**config.mk**
```make
export PLATFORM = sky130hd
export DESIGN_NAME = mecanum_wheel_mixer_top
export DESIGN_NICKNAME = d
export VERILOG_FILES = /design/src/design/mwm_pkg.sv /design/src/design/mecanum_wheel_mixer_top.sv
export SDC_FILE = /design/constraint.sdc
export NUM_CORES = 1
export LEC_CHECK = 0
export ABC_CLOCK_PERIOD_IN_PS = 7660
export BUFFER_PORTS_ARGS = -buffer_cell sky130_fd_sc_hd__buf_2
export CAP_MARGIN = 15
export CORE_MARGIN = 2
export CORE_UTILIZATION = 60
export CTS_CLUSTER_SIZE = 16
export DETAILED_ROUTE_END_ITERATION = 16
export PLACE_DENSITY = 0.83
export SLEW_MARGIN = 20
export SYNTH_ARGS = -nofsm -noshare
export SYNTH_HDL_FRONTEND = slang
export SYNTH_SLANG_ARGS = --single-unit
```
**constraint.sdc**
```tcl
create_clock -name clk -period 7.66 [get_ports clk]
set_input_delay 0.383 -clock clk [delete_from_list [all_inputs] [get_ports clk]]
set_output_delay 0.383 -clock clk [all_outputs]
set_load 0.05 [all_outputs]
```
**src/design/mwm_pkg.sv**
```systemverilog
// Package for the mecanum wheel mixer: field widths, fixed constants,
// register indexes and the enum types of the sequencer. No dependencies.
package mwm_pkg;

    localparam int AXIS_W    = 16;   // Q1.15 stick axes and wheel commands
    localparam int CFG_W     = 16;   // widest configuration register
    localparam int CFG_IDX_W = 2;
    localparam int DIR_W     = 9;    // hat angle in degrees
    localparam int MAG_W     = 17;   // magnitudes up to three full-scale axes
    localparam int SUM_W     = 18;   // signed wheel sums
    localparam int PROD_W    = 34;   // |sum| * throttle
    localparam int DIVN_W    = 36;   // 2 * product + scale
    localparam int QUO_W     = 15;   // quotient bits below the saturation point
    localparam int MUL_STEPS = 17;   // one multiplier bit per cycle
    localparam int STEP_W    = 5;

    localparam logic [CFG_IDX_W-1:0] CFG_THR_MIN   = 2'd0;
    localparam logic [CFG_IDX_W-1:0] CFG_THR_RANGE = 2'd1;

    localparam logic [CFG_W-1:0] THR_MIN_RESET   = 16'd4260;
    localparam logic [CFG_W-1:0] THR_RANGE_RESET = 16'd28508;

    localparam logic [DIR_W-1:0] DIR_0   = 9'd0;
    localparam logic [DIR_W-1:0] DIR_90  = 9'd90;
    localparam logic [DIR_W-1:0] DIR_180 = 9'd180;
    localparam logic [DIR_W-1:0] DIR_270 = 9'd270;

    localparam logic [MAG_W-1:0]  FULL_SCALE = 17'd32768;
    localparam logic [AXIS_W-1:0] CMD_MAX    = 16'd32767;
    localparam logic [AXIS_W-1:0] CMD_MIN_CODE = 16'h8000;

    localparam logic [1:0] WHEEL_FR = 2'd0;
    localparam logic [1:0] WHEEL_FL = 2'd1;
    localparam logic [1:0] WHEEL_BR = 2'd2;
    localparam logic [1:0] WHEEL_BL = 2'd3;

    typedef enum logic [1:0] {
        ROT_0,
        ROT_90,
        ROT_180,
        ROT_270
    } rot_t;

    typedef enum logic [2:0] {
        ST_IDLE,
        ST_MUL_LOAD,
        ST_MUL,
        ST_THR,
        ST_DIV_LOAD,
        ST_DIV,
        ST_STORE,
        ST_DONE
    } state_t;

endpackage

```
**src/design/mecanum_wheel_mixer_top.sv**
```systemverilog
// Mecanum wheel mixer: one joystick sample in, four wheel commands out.
// Depends on mwm_pkg; holds a bit-serial multiplier and a bit-serial divider.
//
//   channel   signals                                      direction
//   input     in_valid/in_ready, four axes, hat fields     into block
//   result    out_valid/out_ready, four wheel commands     out of block
//   config    cfg_write_en, cfg_index, cfg_data            into block, no wait
//
// A sample whose direction is 0, 90, 180 or 270 degrees passes, in order, through its
// acceptance, the throttle product, per wheel a multiply, a divide, set-up and store,
// and a hand-over, as both serial units retire one bit per cycle; no new sample is
// taken before the hand-over is done. Any other direction gives no result and
// in_ready stays high. A stalled output stops the sequencer only at its hand-over.
// Reset is asynchronous and leaves the block idle with direction 0, default throttle.
module mecanum_wheel_mixer_top (
    input  logic                             clk,
    input  logic                             rst_n,
    input  logic                             cfg_write_en,
    input  logic [mwm_pkg::CFG_IDX_W-1:0]    cfg_index,
    input  logic [mwm_pkg::CFG_W-1:0]        cfg_data,
    input  logic                             in_valid,
    output logic                             in_ready,
    input  logic signed [mwm_pkg::AXIS_W-1:0] strafe_axis,
    input  logic signed [mwm_pkg::AXIS_W-1:0] forward_axis,
    input  logic signed [mwm_pkg::AXIS_W-1:0] turn_axis,
    input  logic signed [mwm_pkg::AXIS_W-1:0] throttle_axis,
    input  logic                             hat_valid,
    input  logic [mwm_pkg::DIR_W-1:0]        hat_angle,
    output logic                             out_valid,
    input  logic                             out_ready,
    output logic signed [mwm_pkg::AXIS_W-1:0] front_right,
    output logic signed [mwm_pkg::AXIS_W-1:0] front_left,
    output logic signed [mwm_pkg::AXIS_W-1:0] back_right,
    output logic signed [mwm_pkg::AXIS_W-1:0] back_left
);
    import mwm_pkg::*;

    function automatic logic [MAG_W-1:0] abs17(input logic signed [AXIS_W-1:0] v);
        logic [MAG_W-1:0] e;
        logic [MAG_W-1:0] n;
        e = {v[AXIS_W-1], v};
        n = -e;
        abs17 = v[AXIS_W-1] ? n : e;
    endfunction

    // Control state
    state_t               state_reg, state_next;
    logic                 thr_phase_reg, thr_phase_next;
    logic [1:0]           wheel_reg, wheel_next;
    logic [STEP_W-1:0]    step_reg, step_next;
    logic                 out_valid_reg, out_valid_next;
    logic [DIR_W-1:0]     dir_reg, dir_next;
    logic [CFG_W-1:0]     thr_min_reg, thr_min_next;
    logic [CFG_W-1:0]     thr_range_reg, thr_range_next;

    // Datapath
    logic signed [AXIS_W-1:0] x_reg, y_reg, t_reg, a_reg;
    rot_t                 rot_reg;
    logic [MAG_W-1:0]     mcand_reg;
    logic [PROD_W-1:0]    prod_reg;
    logic [MAG_W-1:0]     thr_reg;
    logic [MAG_W-1:0]     scl_reg;
    logic [SUM_W-1:0]     rem_reg;
    logic [QUO_W-1:0]     dq_reg;
    logic                 ovf_reg;
    logic [AXIS_W-1:0]    res_reg [4];
    logic [AXIS_W-1:0]    fr_reg, fl_reg, br_reg, bl_reg;

    // Sequencer strobes
    logic in_accept;
    logic do_mul_load, do_mul, do_thr, do_div_load, do_div, do_store, do_move;

    // Direction decode at acceptance
    logic [DIR_W-1:0] dir_new;
    logic             dir_match;
    rot_t             rot_new;

    always_comb
    begin
        dir_new   = hat_valid ? hat_angle : dir_reg;
        dir_match = 1'b1;
        rot_new   = ROT_0;
        unique case (dir_new)
            DIR_0:   rot_new = ROT_0;
            DIR_90:  rot_new = ROT_90;
            DIR_180: rot_new = ROT_180;
            DIR_270: rot_new = ROT_270;
            default: dir_match = 1'b0;
        endcase
    end

    // Rotated frame and the sum for the wheel in hand
    logic signed [MAG_W-1:0] x17, y17, rx, ry;
    logic [SUM_W-1:0]        rx18, ry18, t18, sum_cur, sum_neg;
    logic                    x_pos, t_pos, left_wheel;
    logic [MAG_W-1:0]        sum_mag;

    always_comb
    begin
        x17 = {x_reg[AXIS_W-1], x_reg};
        y17 = {y_reg[AXIS_W-1], y_reg};
        unique case (rot_reg)
            ROT_0:
            begin
                rx = x17;
                ry = y17;
            end
            ROT_90:
            begin
                rx = -y17;
                ry = x17;
            end
            ROT_180:
            begin
                rx = -x17;
                ry = -y17;
            end
            ROT_270:
            begin
                rx = y17;
                ry = -x17;
            end
        endcase
        rx18 = {rx[MAG_W-1], rx};
        ry18 = {ry[MAG_W-1], ry};
        t18  = {{(SUM_W-AXIS_W){t_reg[AXIS_W-1]}}, t_reg};
        x_pos      = (wheel_reg == WHEEL_FR) || (wheel_reg == WHEEL_BL);
        t_pos      = (wheel_reg == WHEEL_FR) || (wheel_reg == WHEEL_BR);
        left_wheel = (wheel_reg == WHEEL_FL) || (wheel_reg == WHEEL_BL);
        sum_cur = ry18 + (x_pos ? rx18 : -rx18) + (t_pos ? t18 : -t18);
        sum_neg = -sum_cur;
        sum_mag = sum_cur[SUM_W-1] ? sum_neg[MAG_W-1:0] : sum_cur[MAG_W-1:0];
    end

    // Normalising scale and throttle multiplicand
    logic [MAG_W-1:0] scl_sum, scl_new, thr_mcand;
    logic [MAG_W-1:0] thr_new;

    always_comb
    begin
        scl_sum   = abs17(x_reg) + abs17(y_reg) + abs17(t_reg);
        scl_new   = (scl_sum < FULL_SCALE) ? FULL_SCALE : scl_sum;
        thr_mcand = FULL_SCALE - {a_reg[AXIS_W-1], a_reg};
        thr_new   = {1'b0, prod_reg[31:16]} + {1'b0, thr_min_reg};
    end

    // Shift-and-add multiplier: one multiplier bit per cycle, LSB first.
    logic [SUM_W-1:0]  mul_sum;
    logic [PROD_W-1:0] prod_step;

    always_comb
    begin
        mul_sum   = {1'b0, prod_reg[PROD_W-1:MAG_W]}
                  + (prod_reg[0] ? {1'b0, mcand_reg} : '0);
        prod_step = {mul_sum, prod_reg[MAG_W-1:1]};
    end

    // Restoring divider: rounding is folded in as (2m + s) / 2s; quotients from
    // 2^15 upwards saturate, so only fifteen quotient bits are developed.
    logic [DIVN_W-1:0] div_n;
    logic [SUM_W-1:0]  div_d;
    logic              div_ovf;
    logic [SUM_W:0]    div_try, div_diff;
    logic [SUM_W-1:0]  rem_step;
    logic              qbit;

    always_comb
    begin
        div_n    = {1'b0, prod_reg, 1'b0} + {{(DIVN_W-MAG_W){1'b0}}, scl_reg};
        div_d    = {scl_reg, 1'b0};
        div_ovf  = div_n[DIVN_W-1:QUO_W] >= {3'b000, div_d};
        div_try  = {rem_reg, dq_reg[QUO_W-1]};
        div_diff = div_try - {1'b0, div_d};
        qbit     = !div_diff[SUM_W];
        rem_step = qbit ? div_diff[SUM_W-1:0] : div_try[SUM_W-1:0];
    end

    // Signed, saturated command for the wheel in hand
    logic [AXIS_W-1:0] res_mag, res_val;

    always_comb
    begin
        res_mag = ovf_reg ? CMD_MAX : {1'b0, dq_reg};
        res_val = (sum_cur[SUM_W-1] ^ left_wheel) ? -res_mag : res_mag;
    end

    // Next state
    always_comb
    begin
        state_next = state_reg;
        unique case (state_reg)
            ST_IDLE:
            begin
                if (in_valid && dir_match)
                begin
                    state_next = ST_MUL_LOAD;
                end
            end
            ST_MUL_LOAD:
            begin
                state_next = ST_MUL;
            end
            ST_MUL:
            begin
                if (step_reg == STEP_W'(MUL_STEPS - 1))
                begin
                    state_next = thr_phase_reg ? ST_THR : ST_DIV_LOAD;
                end
            end
            ST_THR:
            begin
                state_next = ST_MUL_LOAD;
            end
            ST_DIV_LOAD:
            begin
                state_next = ST_DIV;
            end
            ST_DIV:
            begin
                if (step_reg == STEP_W'(QUO_W - 1))
                begin
                    state_next = ST_STORE;
                end
            end
            ST_STORE:
            begin
                state_next = (wheel_reg == WHEEL_BL) ? ST_DONE : ST_MUL_LOAD;
            end
            ST_DONE:
            begin
                if (!out_valid_reg || out_ready)
                begin
                    state_next = ST_IDLE;
                end
            end
        endcase
    end

    // Sequencer outputs
    always_comb
    begin
        in_ready    = 1'b0;
        do_mul_load = 1'b0;
        do_mul      = 1'b0;
        do_thr      = 1'b0;
        do_div_load = 1'b0;
        do_div      = 1'b0;
        do_store    = 1'b0;
        do_move     = 1'b0;
        unique case (state_reg)
            ST_IDLE:     in_ready    = 1'b1;
            ST_MUL_LOAD: do_mul_load = 1'b1;
            ST_MUL:      do_mul      = 1'b1;
            ST_THR:      do_thr      = 1'b1;
            ST_DIV_LOAD: do_div_load = 1'b1;
            ST_DIV:      do_div      = 1'b1;
            ST_STORE:    do_store    = 1'b1;
            ST_DONE:     do_move     = !out_valid_reg || out_ready;
        endcase
    end

    assign in_accept = in_valid && in_ready;

    // Control next values
    always_comb
    begin
        dir_next       = in_accept ? dir_new : dir_reg;
        thr_phase_next = in_accept ? 1'b1 : (do_thr ? 1'b0 : thr_phase_reg);
        wheel_next     = in_accept ? WHEEL_FR : (do_store ? wheel_reg + 2'd1 : wheel_reg);
        step_next      = (do_mul_load || do_div_load) ? '0
                       : ((do_mul || do_div) ? step_reg + STEP_W'(1) : step_reg);
        out_valid_next = do_move ? 1'b1 : (out_ready ? 1'b0 : out_valid_reg);
        thr_min_next   = thr_min_reg;
        thr_range_next = thr_range_reg;
        if (cfg_write_en && (cfg_index == CFG_THR_MIN))
        begin
            thr_min_next = cfg_data;
        end
        if (cfg_write_en && (cfg_index == CFG_THR_RANGE))
        begin
            thr_range_next = cfg_data;
        end
    end

    always_ff @(posedge clk or negedge rst_n)
    begin
        if (!rst_n)
        begin
            state_reg     <= ST_IDLE;
            thr_phase_reg <= 1'b0;
            wheel_reg     <= WHEEL_FR;
            step_reg      <= '0;
            out_valid_reg <= 1'b0;
            dir_reg       <= DIR_0;
            thr_min_reg   <= THR_MIN_RESET;
            thr_range_reg <= THR_RANGE_RESET;
        end
        else
        begin
            state_reg     <= state_next;
            thr_phase_reg <= thr_phase_next;
            wheel_reg     <= wheel_next;
            step_reg      <= step_next;
            out_valid_reg <= out_valid_next;
            dir_reg       <= dir_next;
            thr_min_reg   <= thr_min_next;
            thr_range_reg <= thr_range_next;
        end
    end

    always_ff @(posedge clk)
    begin
        if (in_accept)
        begin
            x_reg   <= strafe_axis;
            y_reg   <= forward_axis;
            t_reg   <= turn_axis;
            a_reg   <= throttle_axis;
            rot_reg <= rot_new;
        end
        if (do_mul_load)
        begin
            if (thr_phase_reg)
            begin
                mcand_reg <= thr_mcand;
                prod_reg  <= {{(PROD_W-CFG_W){1'b0}}, thr_range_reg};
                scl_reg   <= scl_new;
            end
            else
            begin
                mcand_reg <= sum_mag;
                prod_reg  <= {{(PROD_W-MAG_W){1'b0}}, thr_reg};
            end
        end
        if (do_mul)
        begin
            prod_reg <= prod_step;
        end
        if (do_thr)
        begin
            thr_reg <= thr_new;
        end
        if (do_div_load)
        begin
            ovf_reg <= div_ovf;
            rem_reg <= div_n[QUO_W+SUM_W-1:QUO_W];
            dq_reg  <= div_n[QUO_W-1:0];
        end
        if (do_div)
        begin
            rem_reg <= rem_step;
            dq_reg  <= {dq_reg[QUO_W-2:0], qbit};
        end
        if (do_store)
        begin
            res_reg[wheel_reg] <= res_val;
        end
        if (do_move)
        begin
            fr_reg <= res_reg[WHEEL_FR];
            fl_reg <= res_reg[WHEEL_FL];
            br_reg <= res_reg[WHEEL_BR];
            bl_reg <= res_reg[WHEEL_BL];
        end
    end

    assign out_valid   = out_valid_reg;
    assign front_right = fr_reg;
    assign front_left  = fl_reg;
    assign back_right  = br_reg;
    assign back_left   = bl_reg;

    // The drive direction only moves when a transaction carries a pressed hat.
    a_dir_hold: assert property (@(posedge clk) disable iff (!rst_n)
        !(in_valid && in_ready && hat_valid) |=> $stable(dir_reg))
        else $error("drive direction changed without a hat transaction");

    // Restoring division keeps its partial remainder below the divisor.
    a_rem_bound: assert property (@(posedge clk) disable iff (!rst_n)
        (state_reg == ST_DIV) && !ovf_reg |-> (rem_reg < {scl_reg, 1'b0}))
        else $error("divider remainder out of range");

    // A wheel division must never start before the throttle factor is formed.
    a_thr_first: assert property (@(posedge clk) disable iff (!rst_n)
        (state_reg == ST_DIV_LOAD) |-> !thr_phase_reg)
        else $error("division started during throttle phase");

    // Saturation keeps every command inside the symmetric range.
    a_cmd_range: assert property (@(posedge clk) disable iff (!rst_n)
        out_valid_reg |-> (fr_reg != CMD_MIN_CODE) && (fl_reg != CMD_MIN_CODE)
                       && (br_reg != CMD_MIN_CODE) && (bl_reg != CMD_MIN_CODE))
        else $error("wheel command outside saturation range");

endmodule

```
[Word-level counts from Yosys, hierarchy flattened]
Memories as Yosys holds them, arrays and structs flattened. A register that Yosys moved wholly into a read port is not among the register bits.
Cells that the tools add are included.
Word-level totals
  bits in registers: 238
  memory bits (writable): 64
  bits of input ports: 97
  output and inout bits: 66
  word-level logic and storage cells: 141
  memories: 1
Cells by class
  add/sub/neg operators: 20
  $lt $le $gt $ge: 2
  equal/unequal tests: 23
  multiplexer cells: 48
  bitwise operators: 1
  reduce and logical (&&, ||, !) cells: 26
Memories
  res_reg: words 4, bits a word 16, rd ports 4, clocked after Yosys merged registers in 4, write ports 1, RTL line mecanum_wheel_mixer_top.sv:66  | logic [AXIS_W-1:0] res_reg [4];
Operators by type and width (number)
  17-bit case mux with 4 select lines: 2
  17-bit two-way mux: 7
  18-bit two-way mux: 5
  34-bit two-way mux: 2
  17-bit negation: 4
  15-bit two-way mux: 3
  18-bit adder: 2
  35-bit by 17-bit adder with 36-bit output: 1
  18-bit negation: 2
  17-bit adder: 2
  16-bit negation with 17-bit output: 2
  3-bit case mux with 8 select lines: 1
  21-bit by 18-bit greater-or-equal comparator with 1-bit output: 1
  19-bit by 18-bit subtractor with 19-bit output: 1
  17-bit by 17-bit adder with 18-bit output: 1
  3-bit two-way mux: 6
  16-bit by 16-bit adder with 17-bit output: 1
  17-bit by 16-bit < comparator with 1-bit output, second input constant: 1
  16-bit by 17-bit subtractor with 17-bit output, first input constant: 1
  16-bit two-way mux: 1
  15-bit negation with 16-bit output: 1
  1-bit two-way mux: 15
  3-bit == test, second input constant: 4
  2-bit nonzero test: 6
  other kinds (26): 48

[Logic depth before layout (Yosys ltp)]
  depth after elaboration: 9
  depth in mapped cells: 25
  depth with buffers taken out: 24

[Worst setup path before layout]
No wires, ideal clock.
  path type: register to register
  from: reg y_reg[0]
  to: mem res_reg[0][4] (data pin)
  library setup time: 0.271 ns
  arrival time: 5.942 ns
  data required time: 7.389 ns
  slack: 1.447 ns
  cell stages (with the launch flop): 24
  path buffers: 1
  period minus slack after synthesis: 6.213 ns
  cells stage by stage: edfxtp_1 inv_1 ha_1 nor3b_1 a21oi_1 xnor2_1 nand2_1 a211o_1 nand4b_1 or2_2 nor2_1 nand2_1 o31ai_1 xor2_1 fa_1 ha_1 and3_1 a2111oi_0 xnor2_1 xnor2_2 xnor2_4 buf_6 a21oi_1 o32a_1
Between the ends
  word-level cells in the longest chain between the ends: 8
  elaborated cells between the ends (all ways): 9
  those cells by class: add/sub (4); mux (4); bitwise (1)
Ends and longest elaborated chain
  start, declared: RTL line mecanum_wheel_mixer_top.sv:57  | logic signed [AXIS_W-1:0] x_reg, y_reg, t_reg, a_reg;
  start signal, assigned: RTL line mecanum_wheel_mixer_top.sv:316  | y_reg <= forward_axis;
  16-bit negation with 17-bit output: RTL line mecanum_wheel_mixer_top.sv:110, mecanum_wheel_mixer_top.sv:116
  17-bit case mux with 4 select lines: RTL line mecanum_wheel_mixer_top.sv:102  | unique case (rot_reg)
  18-bit negation: RTL line mecanum_wheel_mixer_top.sv:130  | sum_cur = ry18 + (x_pos ? rx18 : -rx18) + (t_pos ? t18 : -t18);
  18-bit two-way mux: RTL line mecanum_wheel_mixer_top.sv:130
  18-bit adder (*) (2 in a row): RTL line mecanum_wheel_mixer_top.sv:130
  1-bit bitwise XOR (*): RTL line mecanum_wheel_mixer_top.sv:184  | res_val = (sum_cur[SUM_W-1] ^ left_wheel) ? -res_mag : res_mag;
  16-bit two-way mux (*): RTL line mecanum_wheel_mixer_top.sv:184
  named net res_val[4]: RTL line mecanum_wheel_mixer_top.sv:179  | logic [AXIS_W-1:0] res_mag, res_val;
  end, declared: RTL line mecanum_wheel_mixer_top.sv:66
The timed path passes the listed nets; every way through them passes the cells marked *.

[Final worst setup path]
  from: reg x_reg[0]
  to: mem res_reg[2][2] (data pin)
Between the ends
  word-level cells in the longest chain between the ends: 8
  elaborated cells between the ends (all ways): 9
  those cells by class: add/sub (4); mux (4); bitwise (1)
Ends and longest elaborated chain
  start, declared: RTL line mecanum_wheel_mixer_top.sv:57
  start signal, assigned: RTL line mecanum_wheel_mixer_top.sv:315  | x_reg <= strafe_axis;
  16-bit negation with 17-bit output: RTL line mecanum_wheel_mixer_top.sv:115, mecanum_wheel_mixer_top.sv:121
  17-bit case mux with 4 select lines: RTL line mecanum_wheel_mixer_top.sv:102
  18-bit negation: RTL line mecanum_wheel_mixer_top.sv:130
  18-bit two-way mux: RTL line mecanum_wheel_mixer_top.sv:130
  18-bit adder (*) (2 in a row): RTL line mecanum_wheel_mixer_top.sv:130
  1-bit bitwise XOR (*): RTL line mecanum_wheel_mixer_top.sv:184
  16-bit two-way mux (*): RTL line mecanum_wheel_mixer_top.sv:184
  named net res_val[2]: RTL line mecanum_wheel_mixer_top.sv:179
Marked as above.

==> metrics.md <==
| Metric | Value |
|---|---|
| Fin crit share | 0.916 |
| Fmax | 142 MHz |
| Latest clock arrival within the worst-skew pair | 0.56 ns |
| Average wire per standard cell | 19.1 µm |
| Mux cell area share after synthesis | 0.0417 |
| Actual slew at the worst max-slew pin | 1.14 ns |
| CTS Buffer Depth | 3 |
| Syn avg cell area | 10.8 µm² |
| Sequential area share after synthesis | 0.475 |
| Period minus WS final | 7.02 ns |
| Final #Nets | 2579 |
| CORE AREA | 37400 µm² |
| Simple-Gate Fraction of Synth Area | 0.138 |
| Class of the tightest hold or removal check | in2reg |
| Total number of vias | 16900 |
| Inserted Clock Buffers | 39 |
| Main combinational cell family by area after synthesis | simple AND/OR/NAND/NOR gates |
| CTS root buf | clkbuf_16 |
| Global-route wire length before repair | 86.6 mm |
| # fillers | 2696 |
| Synth Net Count | 2370 |
| Mapped Cells | 2101 |
| # diodes | 0 |
| Layout cells sized above 1 | 0.146 |
| Clk sinks | 366 |
| Fin. Hold Viols | 0 |
| Starting Density | 0.604 |
| CP startpoint kind | flop |
| Initial antenna violation count | 0 |
| Mapped cell area | 22600 µm² |
| Total grt overflow | 0 |
| Clk slew on worst S/H paths | 0.06 ns |
| FP Rows | 71 |
| Number of global-route vias before repair | 16900 |
| Slew Viols, Final | 0 |
| Skew final | 0.0200 ns |
| Area Overhead vs Synth | 14.6% |
| Final WL | 54.6 mm |
| Status | finished clean |
| Pin count of the biggest net entering global routing | 79 |
| CTS H-Tree Depth | 2 |
| Post-Synth Adder-Cell Area | 0.108 |
| Die Y | 198 µm |
| Critical Path RT | 8.02 ns |
| CTS tree | built |
| Worst Path Class, Setup | reg2reg |
| Final Wtd Congestion | 0.958 |
| RSZ-0062 raised after global routing | false |
| Residual DRC count | 0 |
| Setup violators final | 0 |
| Max reg flops | 64 |
| Total GRT Usage | 0.283 |
| R2R Setup Slk | 0.64 ns |
| I/O Buffers | 162 |
| Die footprint | 39200 µm² |
| Nature of the critical path endpoint | flop |
| MaxCap Viol Count | 0 |
| IO Count | 163 |
| Rel. slew slack | 0.240 |
| Area fraction in compound gates after synthesis | 0.116 |
| Synth Register Bits | 366 |
| Initial DRC count | 1266 |
| Post-DP HPWL | 40.2 mm |
| Via-per-instance ratio | 5.94 |
| Ys async rst share | 0.145 |
| Most frequent cells in the layout | edfxtp_1 (313), nor2_1 (176), nand2_1 (175) |
| Post-CTS Setup Bufs | 0 |
| Yosys warns | 0 |
| Crit path arrival time | 7.38 ns |
| Fin Setup TNS | 0 ns |
| Post-synthesis xor/xnor area fraction | 0.0887 |
| Most common cell after layout, fill and taps aside | edfxtp_1 |
| EDFF count, synth | 313 |
| Maximum fanout along the worst path | 12 |
| Synth cell types | 78 |
| Drt pass-1 iters | 6 |
| Die X | 198 µm |
| Top FF cell, synth | edfxtp_1 |
| DRT antenna net count | 0 |
## worst max-delay path: stages, from the launching register on
cell and delay [ns]:
edfxtp_1 0.40, inv_1 0.15, ha_1 0.22, or4b_1 0.52
or3_1 0.49, nand2_1 0.14, xnor2_1 0.09, o211ai_1 0.27
nand4b_1 0.26, or2_2 0.40, o21ai_0 0.20, xor2_1 0.22
fa_1 0.46, ha_1 0.35, o21ai_0 0.16, nand2_1 0.09
o21ai_0 0.16, nor3_1 0.10, a2111oi_0 0.49, xnor2_1 0.33
xnor2_4 0.29, xnor2_2 0.62, nor2_1 0.12, xnor2_1 0.30
## final timing paths
path | from | endpoint | depth (start not counted)
min in group asynchronous | rst_n | thr_min_reg[9]$_DFFE_PN0P_ | 3
worst min-delay path | throttle_axis[4] | a_reg[4]$_DFFE_PP_ | 1
worst max-delay path | x_reg[0]$_DFFE_PP_ | res_reg[2][2]$_DFFE_PP_ | 23
worst max register to register | x_reg[0]$_DFFE_PP_ | res_reg[2][2]$_DFFE_PP_ | 23
max in group asynchronous | rst_n | thr_phase_reg$_DFFE_PN0P_ | 3
worst min register to register | res_reg[0][0]$_DFFE_PP_ | front_right[0]$_DFFE_PP_ | 0
## synthesized netlist by cell type (6+ instances only)
cell        n  area, µm²
o21bai_1    7       52.6
mux2i_1    48        480
o21a_1     21        158
and2_1     30        188
nor2b_1    38        238
inv_1     111        417
xor2_1     90        788
buf_1       9       33.8
nor2_1    178        668
and3_1     20        125
o211ai_1   10       75.1
a31oi_1    20        125
dfstp_2    14        368
or2_2      18        113
nand4_1    12       75.1
o21ai_0   126        631
or4_1       7       52.6
o31ai_1    24        180
xnor2_1   134       1170
a21oi_1   105        526
or3_1      28        175
nor3_1     54        270
o32a_1      8       80.1
edfxtp_1  313       9400
nand3_1    34        170
clkbuf_1   58        218
a21boi_0    7       52.6
a21o_1     20        150
fa_1       38        761
nand3b_1    6       45.0
a211oi_1    9       67.6
dfrtp_1    39        976
nand2_1   175        657
ha_1      134       1680
mux2_2     41        462
nor4_1     13       81.3
nand2b_1   16        100
## per-layer routing
| metal | share of wire | track usage | vias up | wire length (µm) |
|---|---|---|---|---|
| li1 | - | - | 7999 | - |
| met1 | 0.40 | 0.348 | 8148 | 21700 |
| met2 | 0.50 | 0.492 | 647 | 27200 |
| met3 | 0.057 | 0.0392 | 143 | 3120 |
| met4 | 0.046 | 0.135 | 0 | 2530 |
| met5 | 0 | 0 | - | 0 |
## cell type report
type | count | area (µm²) | area share
multi-input combinational | 1550 | 11200 | 0.433
sequential | 366 | 10700 | 0.415
inverter | 112 | 420 | 0.0162
clock buffer | 45 | 1030 | 0.0397
clock inverter | 27 | 305 | 0.0118
timing repair buffer | 241 | 1550 | 0.0598
tap | 511 | 639 | 0.0247
## through the flow
stage | cell area, µm² | hold WS, ns | instances | utilization | setup WS, ns
6_report | 25900 | 0.0134 | 2852 | 0.693 | 0.640
5_1_grt | 25900 | 0.00630 | 2852 | 0.693 | 0.0122
4_1_cts | 25900 | 0.00000283 | 2850 | 0.692 | 0.532
3_5_place_dp | 24000 | 0.405 | 2721 | 0.641 | 0.570
3_3_place_gp | 24000 | 0.401 | 2721 | 0.641 | 0.664
2_1_floorplan | 22600 | 0.0874 | 2101 | - | 1.45
## kinds of logic (layout without fill, tap and decap cells)
kind of cell,after synthesis,after routing
AO/OA/AOI/OAI,414,414
XOR/XNOR,226,227
adder cells (fa/ha/maj),172,172
buffers and inverters,186,425
flip-flops,366,366
multiplexers,89,89
AND/OR/NAND/NOR,648,648
## what timing repair did
action	4_1_cts	5_1_grt
hold buffers	57	1
hold endpoints to repair	95	1
gates resized for setup	0	1
setup endpoints to repair	0	52
Power is left out: the tool's default activity adds up to more than one toggle a clock period on the data nets, which glitch-free logic cannot reach.
